[config.mk]
export PLATFORM = sky130hd
export DESIGN_NAME = acbs_ctrl
export DESIGN_NICKNAME = d
export VERILOG_FILES = /design/src/rtl/acbs_pkg.sv /design/src/rtl/acbs_ctrl.sv
export SDC_FILE = /design/constraint.sdc
export NUM_CORES = 1
export LEC_CHECK = 0
export BUFFER_PORTS_ARGS = -buffer_cell sky130_fd_sc_hd__clkbuf_2
export CORE_UTILIZATION = 45
export CTS_CLUSTER_DIAMETER = 80
export DETAILED_ROUTE_END_ITERATION = 8
export HOLD_SLACK_MARGIN = 0.02
export PLACE_DENSITY = 0.86
export RECOVER_POWER = 50
export SLEW_MARGIN = 20
export SYNTH_ARGS = -nofsm -noshare
export SYNTH_HDL_FRONTEND = slang
export SYNTH_SLANG_ARGS = --single-unit
export TNS_END_PERCENT = 1
[constraint.sdc]
create_clock -name clk -period 1.78 [get_ports clk]
set_clock_uncertainty 0.05 [all_clocks]
set_input_delay 0.356 -clock clk [delete_from_list [all_inputs] [get_ports clk]]
set_output_delay 0.356 -clock clk [all_outputs]
set_load 0.005 [all_outputs]
[src/rtl/acbs_pkg.sv]
package acbs_pkg;

    localparam int BLOCK_BYTES_DEF     = 16;
    localparam int ROUND_KEY_WORDS_DEF = 30;

    localparam logic [1:0] MODE_DATA    = 2'd0;
    localparam logic [1:0] MODE_KEY     = 2'd1;
    localparam logic [1:0] MODE_RESTART = 2'd2;
    localparam logic [1:0] MODE_NONE    = 2'd3;

    localparam logic [2:0] REG_IV_HIGH     = 3'd0;
    localparam logic [2:0] REG_IV_LOW      = 3'd1;
    localparam logic [2:0] REG_INIT_CTR    = 3'd2;
    localparam logic [2:0] REG_CTR_MASK    = 3'd3;
    localparam logic [2:0] REG_ROUND_COUNT = 3'd4;

    localparam logic [63:0] CTR_MASK_RESET    = 64'h0000_0000_FFFF_FFFF;
    localparam logic [3:0]  ROUND_COUNT_RESET = 4'd10;

    // Controller to datapath commands
    typedef struct packed {
        logic take;       // latch accepted input word
        logic ks_load;    // load AES state from IV ^ counter
        logic ks_key0;    // add round key 0
        logic ks_round;   // run one round
        logic ks_last;    // this round is the final one
        logic [3:0] ks_rnd; // round number
        logic ks_done;    // copy state to keystream block
        logic finish;     // compute result and update counters
        logic out_load;   // load output register
    } acbs_cmd_t;

    typedef struct packed {
        logic [1:0] mode;
        logic       need_ks;   // data byte at block start, not exhausted
        logic [3:0] nr;        // saturated round count
    } acbs_sts_t;

    localparam logic [7:0] SBOX [256] = '{
        8'h63,8'h7c,8'h77,8'h7b,8'hf2,8'h6b,8'h6f,8'hc5,8'h30,8'h01,8'h67,8'h2b,8'hfe,8'hd7,8'hab,8'h76,
        8'hca,8'h82,8'hc9,8'h7d,8'hfa,8'h59,8'h47,8'hf0,8'had,8'hd4,8'ha2,8'haf,8'h9c,8'ha4,8'h72,8'hc0,
        8'hb7,8'hfd,8'h93,8'h26,8'h36,8'h3f,8'hf7,8'hcc,8'h34,8'ha5,8'he5,8'hf1,8'h71,8'hd8,8'h31,8'h15,
        8'h04,8'hc7,8'h23,8'hc3,8'h18,8'h96,8'h05,8'h9a,8'h07,8'h12,8'h80,8'he2,8'heb,8'h27,8'hb2,8'h75,
        8'h09,8'h83,8'h2c,8'h1a,8'h1b,8'h6e,8'h5a,8'ha0,8'h52,8'h3b,8'hd6,8'hb3,8'h29,8'he3,8'h2f,8'h84,
        8'h53,8'hd1,8'h00,8'hed,8'h20,8'hfc,8'hb1,8'h5b,8'h6a,8'hcb,8'hbe,8'h39,8'h4a,8'h4c,8'h58,8'hcf,
        8'hd0,8'hef,8'haa,8'hfb,8'h43,8'h4d,8'h33,8'h85,8'h45,8'hf9,8'h02,8'h7f,8'h50,8'h3c,8'h9f,8'ha8,
        8'h51,8'ha3,8'h40,8'h8f,8'h92,8'h9d,8'h38,8'hf5,8'hbc,8'hb6,8'hda,8'h21,8'h10,8'hff,8'hf3,8'hd2,
        8'hcd,8'h0c,8'h13,8'hec,8'h5f,8'h97,8'h44,8'h17,8'hc4,8'ha7,8'h7e,8'h3d,8'h64,8'h5d,8'h19,8'h73,
        8'h60,8'h81,8'h4f,8'hdc,8'h22,8'h2a,8'h90,8'h88,8'h46,8'hee,8'hb8,8'h14,8'hde,8'h5e,8'h0b,8'hdb,
        8'he0,8'h32,8'h3a,8'h0a,8'h49,8'h06,8'h24,8'h5c,8'hc2,8'hd3,8'hac,8'h62,8'h91,8'h95,8'he4,8'h79,
        8'he7,8'hc8,8'h37,8'h6d,8'h8d,8'hd5,8'h4e,8'ha9,8'h6c,8'h56,8'hf4,8'hea,8'h65,8'h7a,8'hae,8'h08,
        8'hba,8'h78,8'h25,8'h2e,8'h1c,8'ha6,8'hb4,8'hc6,8'he8,8'hdd,8'h74,8'h1f,8'h4b,8'hbd,8'h8b,8'h8a,
        8'h70,8'h3e,8'hb5,8'h66,8'h48,8'h03,8'hf6,8'h0e,8'h61,8'h35,8'h57,8'hb9,8'h86,8'hc1,8'h1d,8'h9e,
        8'he1,8'hf8,8'h98,8'h11,8'h69,8'hd9,8'h8e,8'h94,8'h9b,8'h1e,8'h87,8'he9,8'hce,8'h55,8'h28,8'hdf,
        8'h8c,8'ha1,8'h89,8'h0d,8'hbf,8'he6,8'h42,8'h68,8'h41,8'h99,8'h2d,8'h0f,8'hb0,8'h54,8'hbb,8'h16
    };

    function automatic logic [7:0] xtime(input logic [7:0] b);
        xtime = {b[6:0], 1'b0} ^ (b[7] ? 8'h1b : 8'h00);
    endfunction

endpackage

[src/rtl/acbs_ctrl.sv]
module acbs_ctrl
(
    input  logic                clk,
    input  logic                rst_n,
    input  logic                in_fire,
    input  logic                out_free,
    input  acbs_pkg::acbs_sts_t sts,
    output acbs_pkg::acbs_cmd_t cmd,
    output logic                busy
);
    import acbs_pkg::*;

    typedef enum logic [4:0] {
        ST_IDLE  = 5'b00001,
        ST_DEC   = 5'b00010,
        ST_KEY0  = 5'b00100,
        ST_ROUND = 5'b01000,
        ST_DONE  = 5'b10000
    } state_t;

    state_t     state_reg, state_next;
    logic [3:0] rnd_reg, rnd_next;

    always_ff @(posedge clk or negedge rst_n)
    begin
        if (!rst_n)
        begin
            state_reg <= ST_IDLE;
            rnd_reg   <= 4'd1;
        end
        else
        begin
            state_reg <= state_next;
            rnd_reg   <= rnd_next;
        end
    end

    always_comb
    begin
        state_next = state_reg;
        rnd_next   = rnd_reg;
        cmd        = '0;
        cmd.ks_rnd = rnd_reg;
        cmd.ks_last = (rnd_reg == sts.nr);
        busy       = 1'b1;
        unique case (state_reg)
            ST_IDLE:
            begin
                busy     = 1'b0;
                cmd.take = in_fire;
                if (in_fire)
                    state_next = ST_DEC;
            end
            ST_DEC:
            begin
                if (sts.need_ks)
                begin
                    cmd.ks_load = 1'b1;
                    state_next  = ST_KEY0;
                end
                else
                    state_next = ST_DONE;
            end
            ST_KEY0:
            begin
                cmd.ks_key0 = 1'b1;
                rnd_next    = 4'd1;
                state_next  = ST_ROUND;
            end
            ST_ROUND:
            begin
                cmd.ks_round = 1'b1;
                rnd_next     = rnd_reg + 4'd1;
                if (rnd_reg == sts.nr)
                begin
                    cmd.ks_done = 1'b1;
                    state_next  = ST_DONE;
                end
            end
            ST_DONE:
            begin
                if (out_free)
                begin
                    cmd.finish   = 1'b1;
                    cmd.out_load = 1'b1;
                    state_next   = ST_IDLE;
                end
            end
            default: state_next = ST_IDLE;
        endcase
    end
endmodule

==> Word level (Yosys, flattened, before mapping) <==
Index checks and enable logic that the tools add are counted.
{ "op_classes": {"addsub": 1, "n_eq_ne": 9, "mux": 16, "n_reduce_logical": 2} }
{ "ops": {"columns": ["cell", "count"], "rows": [
  ["$pmux W5 S5", 1],
  ["$mux W5", 4],
  ["$mux W1", 8],
  ["$pmux W4 S2", 1],
  ["$ne A2 B2 Y1 const B", 3],
  ["$eq A5 B1 Y1 const B", 1],
  ["$eq A5 B2 Y1 const B", 1],
  ["$eq A5 B3 Y1 const B", 1],
  ["$eq A5 B4 Y1 const B", 1],
  ["$eq A5 B5 Y1 const B", 1],
  ["$add A4 B1 Y4 const B", 1],
  ["$eq A4 B4 Y1", 1],
  ["$mux W2", 2],
  ["$reduce_and A3 Y1", 1],
  ["$reduce_bool A2 Y1", 1]
]} }
{ "word_totals": {"reg_bits": 9, "in_bits": 11, "output_inout_bits": 13, "elab_cells": 30} }

==> Logic depth before layout (Yosys ltp) <==
Gate-level depths: netlist of run 1.
{ "logic_depth": {"ltp_word": 3, "mapped_depth": 6, "depth_no_buf": 5} }

==> Worst setup path after synthesis of run 1 <==
Ideal clock, no wire load.
{ "synth_path": {"kind": "flip-flop to output port", "startpoint": "reg rnd_reg[0]", "endpoint": "out cmd[2] in the netlist's numbering", "t_arrival_ps": 1135, "required_time_ps": 1374, "path_slack_ps": 239, "stages_incl_launch_ff": 4, "path_buffers": 0, "cell_sequence": "dfstp_2 xor2_1 nor4_4 and2_1"} }
{ "synth_rtl": {"columns": ["element", "line", "source"], "rows": [
  ["from (decl)", "acbs_ctrl.sv:22", "logic [3:0] rnd_reg, rnd_next;"],
  ["from (signal assigned)", "acbs_ctrl.sv:34", "rnd_reg <= rnd_next;"],
  ["to (decl)", "acbs_ctrl.sv:8", "output acbs_pkg::acbs_cmd_t cmd,"]
]} }

==> impl_metrics.tcl, run 1 <==
set metrics [dict create \
    fmaxAchievable_mhz 523.2 \
    drt_iter0_drc 20 \
    htreeDepth 1 \
    ys_ff_latch 9 \
    period_share 1.074 \
    io_pins 24 \
    slew_headroom 0.6585 \
    dp_hpwl_um 1009 \
    worst_pin_slew_ns 0.5123 \
    layout_min_cycle_time_ns 1.911 \
    finalHoldViolCount 0 \
    netlist_instances 66 \
    wl_met1_um 636 \
    synth-edff-count 0 \
    yosys-top-cells-area "dfrtp_1, dfstp_2, xor2_1" \
    syn_area_um2 626.9 \
    grt_pass1_vias 520 \
    synth.distinct_cells 32 \
    drive_gt1_frac 0.4896 \
    power_mw 0.9125 \
    hold_path.class "primary input to flip-flop" \
    route.detailed.drc 0 \
    failed_checks "negative setup slack" \
    path_buf_inv 1 \
    grt.total_usage 0.2151 \
    wl_met3_um 43 \
    area_growth_pct 35.13 \
    critPathRequiredTime_ns 1.37 \
    num_rows 13 \
    grt_overflow 0 \
    final_nets 109 \
    cp_max_fo 3 \
    setup_viol 1 \
    r2r_setup_slack_ns 0.15 \
    layout_setup_ws_ns -0.1315 \
    outcome "finished with violations" \
    final_util 0.6510 \
    arrival_ns 1.51 \
    cts_made_buffers 3 \
    wl_met2_um 821 \
    synth_nets 78 \
    dpl-instance-area_um2 724.4 \
    path_delay_family "flip-flops" \
    yosysWarnings 0 \
    path_cells "xor2_2 -> nor4_4 -> and2_1 -> buf_2" \
    firstDrtPassIters 4 \
    rsz0062_at_grt "yes" \
    initial_core_util 0.4817 \
    clock_path_buffers 2 \
    clkTransAtPathRegs_ns 0.06 \
    cts_sinks 9 \
    power_density_nw_per_um2 1077 \
    die_y_um 39.32 \
    end_kind "output port" \
    antenna_cells 0 \
    grt_max_degree 11 \
    cts-root-buf "clkbuf_4" \
    drtAntennaViolNets 0 \
    maxCapViolations 0 \
    coreArea_um2 1301 \
    place.gp.congestion 0.8363 \
    ys_seq_area_frac 0.3633 \
    routed_wl_um 1510 \
    vias_per_cell 5.117 \
    wl_per_cell_um 13.60 \
    ys.flop_type "dfrtp_1" \
    cp_slowest_cell "dfstp_2" \
    port_buffers 21 \
    slowest_delay_ns 0.56 \
    p_leak_nw 0.4130 \
    yosys.area.top_type "dfrtp_1" \
    critPathLaunchType "flip-flop" \
    yosysMostFrequentCell "dfrtp_1" \
    whs_ns 0.2852 \
    vdd_drop_max_v 0.0005667 \
    fin_tns_setup_ns -0.1315 \
    fp.dieW_um 39.32 \
    slew_viol_final 0 \
    grt_pass1_wl_um 2187 \
    largest_reg_flops 5 \
    postSynthAreaPerCell_um2 9.498 \
    tritoncts "done" \
    vias 568 \
    path_class "flip-flop to output port" \
    netlist.area_leader.share 0.2794 \
    design_area_um2 847.1 \
    worstSkewPairLatency_ns 0.25 \
    ys_async_sr_fraction 1.000 \
    dieArea_um2 1546 \
    antenna_found_initial 0 \
    yosys-top-cells-count "dfrtp_1, nor2_1, xor2_1" \
    top_layer "met4" \
]
[cells in the final DEF (no fill, tap or decap), drive strengths merged, types with 3 or more instances in the layout]
master  count
inv         3
nand3b      3
xor2        5
nor3        4
a21oi       3
nand2       3
nor2        6
clkbuf     23
dfrtp       7
buf        10
o21ai       3
[final cells by class]
| class | instances | area (um^2) |
|---|---|---|
| clock buffer | 4 | 26.28 |
| fill | 106 | 454.2 |
| inverter | 3 | 11.26 |
| multi-input combinational | 50 | 385.4 |
| sequential | 9 | 232.7 |
| tap | 15 | 18.77 |
| timing repair buffer | 30 | 172.7 |
[report_power, final]
group          leakage, nW  internal, mW  switching (mW)
Sequential           0.106         0.270          0.0793
Combinational        0.292         0.209           0.199
Clock               0.0150        0.0862          0.0687
Total                0.413         0.566           0.347
[cell families (layout without fill, tap and decap cells)]
group	after synthesis	in the layout	share of synthesized area
AOI/OAI and AO/OA	10	10	0.09181
adders and majority gates	1	1	0.01996
muxes	1	1	0.01597
xor gates and xnor gates	6	6	0.08383
buffers and inverters	7	37	0.07185
and+or+nand+nor	32	32	0.3533
DFF	9	9	0.3633
[worst paths after layout]
| check | start | to | cells past startpoint |
|---|---|---|---|
| worst max-delay path | rnd_reg[0]$_DFFE_PN1P_ | cmd[2] | 4 |
| worst min-delay path | out_free | state_reg[4]$_DFFE_PN0P_ | 2 |
| worst max register to register | rnd_reg[0]$_DFFE_PN1P_ | state_reg[3]$_DFFE_PN0P_ | 6 |
| worst min register to register | state_reg[0]$_DFFE_PN1P_ | state_reg[0]$_DFFE_PN1P_ | 2 |
| max in group asynchronous | rst_n | state_reg[4]$_DFFE_PN0P_ | 2 |
| min in group asynchronous | rst_n | state_reg[2]$_DFFE_PN0P_ | 2 |
[repair_timing]
item / 4_1_cts / 5_1_grt
setup buffers: 6 / 1
endpoints found under the hold margin: 7 / 0
gates resized for setup: 7 / 6
setup endpoints to repair: 8 / 7
hold buffers: 1 / 0
pin swaps: 1 / 3
gates cloned: 0 / 0
[metal layers]
metal,vias to the layer above,GRT usage
li1,296,-
met4,0,0.08621
met5,-,0
met2,10,0.3500
met1,260,0.2786
met3,2,0.03977
[metrics by stage]
step / setup WS (ns) / instances
2_1_floorplan: 0.2393 / 66
5_1_grt: -0.2184 / 111
6_report: -0.1315 / 111
3_3_place_gp: 0.1519 / 99
4_1_cts: -0.02911 / 110
3_5_place_dp: 0.1315 / 99
Note: power is estimated with default switching activity, not from simulation.
==> run 2: changes to the inputs <==
SETUP_SLACK_MARGIN = 0.15   (was default)
==> run 2 against run 1 <==
Against the previous run:
- the flow still finishes with violations (negative setup slack)
- sequential share of layout area shrank 1.2 points
- setup slack gained 0.12 ns
- sequential cell count is the same
- global-route usage grew 1.4 points
- design area grew 4.4%
- largest power group unchanged
- non-clock buffer count grew 2
==> impl_metrics.tcl, run 2 (synthesized netlist as in run 1, its figures left out) <==
set metrics [dict create \
    dpl-instance-area_um2 724.4 \
    clock_path_buffers 2 \
    wl_met1_um 719 \
    area_growth_pct 41.12 \
    power_mw 0.9612 \
    final_cell_mix "clkbuf_2, buf_4, nor2_1, dfrtp_2" \
    clkTransAtPathRegs_ns 0.06 \
    dieArea_um2 1546 \
    critPathLaunchType "flip-flop" \
    initial_core_util 0.4817 \
    fin_cells 113 \
    io_pins 24 \
    period_share 1.006 \
    antenna_found_initial 0 \
    dp_cells 99 \
    hold_path.class "primary input to flip-flop" \
    vias 583 \
    path_class "flip-flop to output port" \
    fin_tns_setup_ns -0.01362 \
    setup_viol 2 \
    dp_hpwl_um 1009 \
    route.detailed.drc 0 \
    layout_setup_ws_ns -0.01074 \
    vdd_drop_max_v 0.0006113 \
    tritoncts "done" \
    arrival_ns 1.38 \
    fmaxAchievable_mhz 558.4 \
    layout_min_cycle_time_ns 1.791 \
    firstDrtPassIters 4 \
    drt_iter0_drc 14 \
    worstSkewPairLatency_ns 0.25 \
    maxCapViolations 0 \
    coreArea_um2 1301 \
    cts-root-buf "clkbuf_4" \
    largest_reg_flops 5 \
    rsz0062_at_grt "yes" \
    htreeDepth 1 \
    grt_pass1_wl_um 2359 \
    dpl_worst_slack_ns 0.1315 \
    fp.dieW_um 39.32 \
    vias_per_cell 5.159 \
    place.gp.congestion 0.8363 \
    drtAntennaViolNets 0 \
    grt_overflow 0 \
    power_density_nw_per_um2 1087 \
    final_util 0.6798 \
    final_common_cell "clkbuf_2" \
    worst_pin_slew_ns 0.5245 \
    end_kind "output port" \
    grt_pass1_vias 521 \
    outcome "finished with violations" \
    final_nets 111 \
    whs_ns 0.2959 \
    antenna_cells 0 \
    p_leak_nw 0.4278 \
    die_y_um 39.32 \
    critPathRequiredTime_ns 1.37 \
    wl_per_cell_um 13.96 \
    wl_met2_um 815 \
    finalHoldViolCount 0 \
    drive_gt1_frac 0.5306 \
    routed_wl_um 1578 \
    slew_headroom 0.6503 \
    grt_max_degree 11 \
    cp_max_fo 4 \
    port_buffers 21 \
    top_layer "met4" \
    cts_made_buffers 3 \
    wl_met3_um 34 \
    design_area_um2 884.6 \
    grt.total_usage 0.2296 \
    cts_sinks 9 \
    num_rows 13 \
    failed_checks "negative setup slack" \
    slew_viol_final 0 \
]
==> run 2: cell types whose count changed in the layout (fill, tap and decap cells not counted), sizes merged <==
cell  change
buf       +2
==> run 2: worst paths after layout <==
kind,start,end,slack (ns),cells past startpoint
worst max-delay path,state_reg[2]$_DFFE_PN0P_,cmd[11],-0.01,4
worst min-delay path,out_free,state_reg[4]$_DFFE_PN0P_,0.30,2
worst max register to register,state_reg[2]$_DFFE_PN0P_,state_reg[0]$_DFFE_PN1P_,0.21,5
worst min register to register,state_reg[0]$_DFFE_PN1P_,state_reg[0]$_DFFE_PN1P_,0.55,2
max in group asynchronous,rst_n,state_reg[4]$_DFFE_PN0P_,0.76,2
min in group asynchronous,rst_n,state_reg[2]$_DFFE_PN0P_,0.54,2
==> run 2: routing by layer <==
| metal | track usage | up-vias |
|---|---|---|
| li1 | - | 299 |
| met1 | 0.3286 | 274 |
| met2 | 0.3500 | 8 |
| met3 | 0.03409 | 2 |
| met4 | 0.07759 | 0 |
| met5 | 0 | - |
==> run 2: repair_timing <==
action | in CTS | in global routing
gates cloned | 0 | 0
gates resized for setup | 13 | 5
hold buffers | 1 | 0
hold endpoints to repair | 7 | 0
buffers inserted | 7 | 2
pin swaps | 7 | 3
setup endpoints to repair | 9 | 9
==> run 2: where the power goes <==
group / leakage [nW] / total [mW] / internal (mW) / switching, mW
registers: 0.106 / 0.350 / 0.270 / 0.0795
clock network: 0.0150 / 0.156 / 0.0863 / 0.0696
logic: 0.307 / 0.456 / 0.239 / 0.217
==> run 2: layout make-up <==
cell class                      count  area (um^2)
Fill cell                         105        416.7
Sequential cell                     9        232.7
Multi-Input combinational cell     50        399.1
Tap cell                           15        18.77
Timing Repair Buffer               32        196.4
Inverter                            3        11.26
Clock buffer                        4        26.28
==> run 2: critical path, stage by stage, from the launching register on <==
cell      delay, ns
dfrtp_2        0.45
nor3_4         0.23
nand3b_1       0.18
nor2_2         0.14
clkbuf_2       0.12
